[src/hdl/rcpt_pkg.sv]
// ----------------------------------------------------------------------------
// rcpt_pkg: shared types and constants for the RC pulse tank drive mixer
// Register map, reset values and the records passed between the modules.
// ----------------------------------------------------------------------------
package rcpt_pkg;

    localparam int unsigned WidthW   = 8;
    localparam int unsigned GainW    = 12;
    localparam int unsigned OffsetW  = 11;
    localparam int unsigned DutyW    = 8;
    localparam int unsigned AddrW    = 4;
    localparam int unsigned DataW    = 32;

    localparam logic [WidthW-1:0]  RST_MIN_WIDTH    = 8'd120;
    localparam logic [WidthW-1:0]  RST_MAX_WIDTH    = 8'd255;
    localparam logic [GainW-1:0]   RST_GAIN_Q8      = 12'd1242;
    localparam logic [OffsetW-1:0] RST_DRIVE_OFFSET = 11'd967;
    localparam logic [WidthW-1:0]  NEUTRAL_WIDTH    = 8'd200;
    localparam logic [WidthW-1:0]  COUNT_MAX        = 8'd255;

    // register index, taken from paddr[3:2]
    localparam logic [1:0] REG_MIN_WIDTH    = 2'd0;
    localparam logic [1:0] REG_MAX_WIDTH    = 2'd1;
    localparam logic [1:0] REG_GAIN_Q8      = 2'd2;
    localparam logic [1:0] REG_DRIVE_OFFSET = 2'd3;

    typedef struct packed {
        logic [WidthW-1:0]  min_width;
        logic [WidthW-1:0]  max_width;
        logic [GainW-1:0]   gain_q8;
        logic [OffsetW-1:0] drive_offset;
    } cfg_t;

    typedef struct packed {
        logic [DutyW-1:0] right_forward;
        logic [DutyW-1:0] right_reverse;
        logic [DutyW-1:0] left_forward;
        logic [DutyW-1:0] left_reverse;
        logic             fault_stop;
    } duty_t;

endpackage

[src/hdl/rcpt_channel.sv]
// ----------------------------------------------------------------------------
// rcpt_channel: pulse width capture for one receiver input
// Counts ticks since the rising edge and latches an in-range width on the
// falling edge.
// ----------------------------------------------------------------------------
module rcpt_channel
    import rcpt_pkg::*;
(
    input  logic              clk,
    input  logic              rst_n,
    input  logic              tick,
    input  logic              level,
    input  cfg_t              cfg,
    output logic [WidthW-1:0] width
);

    logic              prev_reg;
    logic [WidthW-1:0] count_reg;
    logic [WidthW-1:0] count_next;
    logic [WidthW-1:0] width_reg;
    logic [WidthW-1:0] width_next;
    logic              rising;
    logic              falling;

    assign rising  = level & ~prev_reg;
    assign falling = ~level & prev_reg;

    always_comb
    begin
        if (rising)
        begin
            count_next = '0;
        end
        else if (count_reg != COUNT_MAX)
        begin
            count_next = count_reg + WidthW'(1);
        end
        else
        begin
            count_next = count_reg;
        end

        width_next = width_reg;
        if (falling && (count_next > cfg.min_width) && (count_next < cfg.max_width))
        begin
            width_next = count_next;
        end
    end

    always_ff @(posedge clk or negedge rst_n)
    begin
        if (!rst_n)
        begin
            prev_reg  <= 1'b0;
            count_reg <= '0;
            width_reg <= NEUTRAL_WIDTH;
        end
        else if (tick)
        begin
            prev_reg  <= level;
            count_reg <= count_next;
            width_reg <= width_next;
        end
    end

    assign width = width_reg;

endmodule

[src/hdl/rcpt_mix.sv]
// ----------------------------------------------------------------------------
// rcpt_mix: width to drive scaling, tank mixing and duty split
// Scales both widths, forms right = b + a and left = b - a, and splits each
// side into saturated forward and reverse duties, all zero on a fault.
// ----------------------------------------------------------------------------
module rcpt_mix
    import rcpt_pkg::*;
(
    input  logic [WidthW-1:0] width_a,
    input  logic [WidthW-1:0] width_b,
    input  logic              fault,
    input  cfg_t              cfg,
    output duty_t             duty
);

    localparam int unsigned ProdW  = WidthW + GainW;
    localparam int unsigned SumW   = 14;

    logic [ProdW-1:0]       prod_a;
    logic [ProdW-1:0]       prod_b;
    logic signed [SumW-1:0] drive_a;
    logic signed [SumW-1:0] drive_b;
    logic signed [SumW-1:0] right_sum;
    logic signed [SumW-1:0] left_sum;
    logic [DutyW-1:0]       right_mag;
    logic [DutyW-1:0]       left_mag;

    function automatic logic [DutyW-1:0] sat_mag(input logic signed [SumW-1:0] v);
        logic [SumW-1:0] mag;
        mag = v[SumW-1] ? SumW'(-v) : SumW'(v);
        if (mag > SumW'(255))
        begin
            return '1;
        end
        return mag[DutyW-1:0];
    endfunction

    assign prod_a = ProdW'(width_a) * ProdW'(cfg.gain_q8);
    assign prod_b = ProdW'(width_b) * ProdW'(cfg.gain_q8);

    // drop the 8 fraction bits, then remove the neutral offset
    assign drive_a = $signed(SumW'(prod_a[ProdW-1:8])) - $signed(SumW'(cfg.drive_offset));
    assign drive_b = $signed(SumW'(prod_b[ProdW-1:8])) - $signed(SumW'(cfg.drive_offset));

    assign right_sum = drive_b + drive_a;
    assign left_sum  = drive_b - drive_a;

    assign right_mag = sat_mag(right_sum);
    assign left_mag  = sat_mag(left_sum);

    always_comb
    begin
        duty.fault_stop    = fault;
        duty.right_forward = '0;
        duty.right_reverse = '0;
        duty.left_forward  = '0;
        duty.left_reverse  = '0;
        if (!fault)
        begin
            if (right_sum[SumW-1])
            begin
                duty.right_reverse = right_mag;
            end
            else
            begin
                duty.right_forward = right_mag;
            end
            if (left_sum[SumW-1])
            begin
                duty.left_reverse = left_mag;
            end
            else
            begin
                duty.left_forward = left_mag;
            end
        end
    end

endmodule

[src/hdl/rc_pulse_tank_drive_mixer.sv]
// ----------------------------------------------------------------------------
// rc_pulse_tank_drive_mixer: two-channel RC pulse to tank drive mixer
// Each input transfer is one timer tick carrying both receiver levels and the
// two active-low driver fault lines. The block accepts one transfer per clock
// cycle unless the output is stalled, and returns exactly one result
// transfer per input. The channel registers update the edge counters and
// latched widths; both 8x12 width multiplies, the tank mix and the duty
// saturation then feed the output register. Registers are on an APB port at
// byte addresses 0x0 min_width, 0x4 max_width, 0x8 gain_q8 and 0xC
// drive_offset; write them only while no transfer is in flight.
// ----------------------------------------------------------------------------
module rc_pulse_tank_drive_mixer
    import rcpt_pkg::*;
(
    input  logic              clk,
    input  logic              rst_n,

    input  logic              psel,
    input  logic              penable,
    input  logic              pwrite,
    input  logic [AddrW-1:0]  paddr,
    input  logic [DataW-1:0]  pwdata,
    output logic [DataW-1:0]  prdata,
    output logic              pready,

    input  logic              in_valid,
    output logic              in_ready,
    input  logic              channel_a_level,
    input  logic              channel_b_level,
    input  logic              fault_n,
    input  logic              overtemp_n,

    output logic              out_valid,
    input  logic              out_ready,
    output logic [DutyW-1:0]  right_forward,
    output logic [DutyW-1:0]  right_reverse,
    output logic [DutyW-1:0]  left_forward,
    output logic [DutyW-1:0]  left_reverse,
    output logic              fault_stop
);

    cfg_t              cfg_reg;
    logic [1:0]        reg_idx;
    logic              cfg_write;

    logic              s1_valid_reg;
    logic              s1_fault_reg;
    logic              out_valid_reg;
    duty_t             duty_reg;
    duty_t             duty_next;
    logic              out_adv;
    logic              s1_adv;
    logic              accept;
    logic [WidthW-1:0] width_a;
    logic [WidthW-1:0] width_b;

    // ---------------- configuration port ----------------
    assign pready    = 1'b1;
    assign reg_idx   = paddr[3:2];
    assign cfg_write = psel & penable & pwrite & pready;

    always_ff @(posedge clk or negedge rst_n)
    begin
        if (!rst_n)
        begin
            cfg_reg.min_width    <= RST_MIN_WIDTH;
            cfg_reg.max_width    <= RST_MAX_WIDTH;
            cfg_reg.gain_q8      <= RST_GAIN_Q8;
            cfg_reg.drive_offset <= RST_DRIVE_OFFSET;
        end
        else if (cfg_write)
        begin
            case (reg_idx)
                REG_MIN_WIDTH:    cfg_reg.min_width    <= pwdata[WidthW-1:0];
                REG_MAX_WIDTH:    cfg_reg.max_width    <= pwdata[WidthW-1:0];
                REG_GAIN_Q8:      cfg_reg.gain_q8      <= pwdata[GainW-1:0];
                REG_DRIVE_OFFSET: cfg_reg.drive_offset <= pwdata[OffsetW-1:0];
                default:          ;
            endcase
        end
    end

    always_comb
    begin
        case (reg_idx)
            REG_MIN_WIDTH:    prdata = DataW'(cfg_reg.min_width);
            REG_MAX_WIDTH:    prdata = DataW'(cfg_reg.max_width);
            REG_GAIN_Q8:      prdata = DataW'(cfg_reg.gain_q8);
            REG_DRIVE_OFFSET: prdata = DataW'(cfg_reg.drive_offset);
            default:          prdata = '0;
        endcase
    end

    // ---------------- pipeline control ----------------
    assign out_adv  = ~out_valid_reg | out_ready;
    assign s1_adv   = ~s1_valid_reg | out_adv;
    assign in_ready = s1_adv;
    assign accept   = in_valid & in_ready;

    // channel trackers form the first stage: their width registers hold
    // the state after the accepted tick
    rcpt_channel u_chan_a
    (
        .clk   (clk),
        .rst_n (rst_n),
        .tick  (accept),
        .level (channel_a_level),
        .cfg   (cfg_reg),
        .width (width_a)
    );

    rcpt_channel u_chan_b
    (
        .clk   (clk),
        .rst_n (rst_n),
        .tick  (accept),
        .level (channel_b_level),
        .cfg   (cfg_reg),
        .width (width_b)
    );

    always_ff @(posedge clk or negedge rst_n)
    begin
        if (!rst_n)
        begin
            s1_valid_reg <= 1'b0;
        end
        else if (s1_adv)
        begin
            s1_valid_reg <= in_valid;
        end
    end

    always_ff @(posedge clk)
    begin
        if (accept)
        begin
            s1_fault_reg <= ~(fault_n & overtemp_n);
        end
    end

    rcpt_mix u_mix
    (
        .width_a (width_a),
        .width_b (width_b),
        .fault   (s1_fault_reg),
        .cfg     (cfg_reg),
        .duty    (duty_next)
    );

    always_ff @(posedge clk or negedge rst_n)
    begin
        if (!rst_n)
        begin
            out_valid_reg <= 1'b0;
        end
        else if (out_adv)
        begin
            out_valid_reg <= s1_valid_reg;
        end
    end

    always_ff @(posedge clk)
    begin
        if (out_adv && s1_valid_reg)
        begin
            duty_reg <= duty_next;
        end
    end

    assign out_valid     = out_valid_reg;
    assign right_forward = duty_reg.right_forward;
    assign right_reverse = duty_reg.right_reverse;
    assign left_forward  = duty_reg.left_forward;
    assign left_reverse  = duty_reg.left_reverse;
    assign fault_stop    = duty_reg.fault_stop;

endmodule

[config.mk]
export PLATFORM = sky130hd
export DESIGN_NAME = rc_pulse_tank_drive_mixer
export DESIGN_NICKNAME = d
export VERILOG_FILES = /design/src/hdl/rcpt_pkg.sv /design/src/hdl/rcpt_channel.sv /design/src/hdl/rcpt_mix.sv /design/src/hdl/rc_pulse_tank_drive_mixer.sv
export SDC_FILE = /design/constraint.sdc
export NUM_CORES = 1
export LEC_CHECK = 0
export BUFFER_PORTS_ARGS = -buffer_cell sky130_fd_sc_hd__buf_4
export CORE_MARGIN = 5
export CORE_UTILIZATION = 63
export CTS_BUF_LIST = sky130_fd_sc_hd__clkbuf_4 sky130_fd_sc_hd__clkbuf_8 sky130_fd_sc_hd__clkbuf_16
export CTS_CLUSTER_DIAMETER = 30
export DETAILED_ROUTE_END_ITERATION = 10
export PLACE_DENSITY = 0.85
export SYNTH_ARGS = -nofsm -noshare
export SYNTH_HDL_FRONTEND = slang
export SYNTH_SLANG_ARGS = --single-unit
[constraint.sdc]
create_clock -name clk -period 10.5 [get_ports clk]
set_clock_uncertainty 0.05 [all_clocks]
set_input_delay 2.1 -clock clk [delete_from_list [all_inputs] [get_ports clk]]
set_output_delay 2.1 -clock clk [all_outputs]
set_load 0.02 [all_outputs]
==> reports/qor.yml <==
floorplanning:
  start_util_pct: 63.6
  die_w_um: 158
  rows: 54
  chipHeight_um: 158
  dieArea_um2: 25000
  core_area_um2: 21700
  io_pins: 115
placement:
  routabilityCongestion: 0.960
  place_ws_ns: 1.84
  hpwl_um: 25200
  placedCellCount: 1773
  portBuffers: 71
timing:
  worst_pin_slew_ns: 0.941
  setup_tns_ns: 0
  hold_viol: 0
  fin_ws_ns: 1.53
  min_period_over_period_pct: 85.4
  timing.fmax_ghz: 0.111
  slew_headroom_pct: 35.6
  finalCriticalPeriod_ns: 8.97
  setup_viol: 0
  rsz0062_at_grt: "false"
  slew_violations: 0
layout:
  largest_register_ff_count: 39
  final_cell_mix: "inv_1, and2_1, ha_1, fa_1, nand2_1"
  layout-drive-gt1-share_pct: 13.2
  final_nets: 1829
  fill_cells: 1594
  antenna_cells: 0
  final_cells: 1789
  layout_commonest_cell: "inv_1"
  area_growth_pct: 6.71
global_route:
  overflow: 0
  first_global_vias: 10778
  grt_pass1_wl_um: 52500
  grt_max_degree: 76
  track_usage_pct: 26.3
  antenna_found_initial: 0
min_path:
  hold_start: "s1_valid_reg"
  holdPathStages: 1
  hold_path.class: "register to register"
  min_to: "out_valid"
worst_setup_path:
  worstReg2RegStart: "cfg_reg[16]"
  cp_max_fo: 18
  reg2reg_slack_ns: 1.53
  crit_type: "register to register"
  timing.rr.end: "left_forward[7]"
  arrival_ns: 8.99
  cp-end-kind: "register"
  crit_top_cell: "fa_1"
  reg2reg_depth: 28
  slowest_delay_ns: 0.83
  critPathLaunchType: "register"
  required_ns: 10.52
  cpMaxStageDelayCell: "dfrtp_1"
drt:
  ant_nets: 0
  firstDrtPassIters: 5
  viasPerCell: 5.88
  drt-initial-drc-count: 767
  wl_per_cell_um: 17.9
  finalWirelength_um: 32000
  vias: 10520
  drc: 0
clock_network:
  clkLatencyLatePin_ns: 0.37
  cts.path.max_buffers: 2
  tritoncts: "yes"
  cts_root_buf: "clkbuf_16"
  path_clk_slew_ns: 0.09
  post_cts_buffers: 0
  cts.htree.levels: 3
  postCtsHoldBufs: 0
  cts_buffers: 9
  cts_sinks: 109
  cts_resized: 0
power:
  peakVddDrop_uv: 388
  leakagePower_nw: 7.37
  powerDensity_nw_per_um2: 329
yosys:
  synth-async-reset-ratio_pct: 68.8
  avgSynthCellArea_um2: 9.35
  yosysSeqAreaShare_pct: 21.3
  synth_area_um2: 13800
  synth_ff_type: "dfrtp_1"
  synthCells: 1475
  netlist.area_leader.share_pct: 17.7
  synth-seq-cells: 109
  synth.area.top_cells: "fa_1, ha_1, dfrtp_1"
  ys.warnings.count: 0
  synth_largest_area_cell: "fa_1"
  yosysUniqueCellTypes: 77
  synth-edff-count: 34
run:
  cap_violations: 0
status:
  status: "finished clean"
through the flow:
step | hold WS, ns | instance area, µm² | util, % | total power, mW
after global routing | 0.486 | 14700 | 67.9 | 5.25
after global placement | 0.413 | 14400 | 66.5 | 4.23
after floorplan | 0.399 | 13900 | - | 3.59
after detailed placement | 0.435 | 14400 | 66.5 | 4.39
after CTS | 0.446 | 14700 | 67.9 | 4.78
final | 0.442 | 14700 | 67.9 | 4.85
cell usage after synthesis, types with 24 or more instances:
master and instances:
fa_1 122, xnor2_1 50, edfxtp_1 34, mux2_2 42, clkbuf_1 42, ha_1 156
dfstp_2 31, dfrtp_1 44, xor2_1 24, nor2_1 62, nand2_1 94, o21ai_0 41
and2_1 160, a21oi_1 67, inv_1 196
kinds of logic after synthesis:
logic type / Yosys count / synth area share [%]
flops: 109 / 21.3
buf+inv: 276 / 8.13
fa+ha+maj: 278 / 31.9
xor+xnor: 74 / 4.70
other cells: 2 / 0.0544
compound gates: 223 / 10.3
mux: 61 / 5.53
simple gates: 452 / 18.1
worst max-delay path, delay by kind of cell, from the launching register on:
family / cells / cell delay, ns
adders and majority gates: 7 / 3.02
AOI/OAI and AO/OA: 10 / 2.64
and+or+nand+nor: 7 / 1.36
DFF: 1 / 0.83
xor gates and xnor gates: 3 / 0.70
buffers and inverters: 1 / 0.06
cell type report:
class,count,area [µm²],share of cell area (%)
timing repair buffer,76,571,3.88
multi-input combinational,1109,9810,66.7
inverter,199,747,5.07
clock buffer,9,225,1.53
clock inverter,7,77.6,0.527
tap,280,350,2.38
sequential,109,2940,19.9
how the worst max path moves through the flow:
stage | from | to | slack (ns) | cells after the start
final | cfg_reg[16] | left_forward[7] | 1.53 | 28
after global routing | cfg_reg[13] | left_forward[7] | 1.02 | 28
after CTS | cfg_reg[11] | left_forward[7] | 1.67 | 28
after detailed placement | cfg_reg[14] | left_forward[7] | 1.84 | 28
after global placement | cfg_reg[15] | left_forward[6] | 2.05 | 26
after floorplan | u_chan_b.width[6] | left_forward[0] | 2.61 | 28
report_power, final:
part           total, mW  leakage [nW]  switching [mW]  internal [mW]
clock              0.357         0.152           0.184          0.173
sequential         0.707          1.22           0.141          0.566
combinational       3.78          6.00            2.31           1.48
total               4.85          7.37            2.63           2.22
routing by layer:
metal / vias to the layer above / share of wire, % / global-route usage [%]
li1: 4902 / - / -
met1: 5136 / 40 / 33.5
met2: 388 / 50 / 46.4
met3: 94 / 6.8 / 3.09
met4: 0 / 3.3 / 9.30
met5: - / 0 / 0
Power figures use the tool's default switching activity.
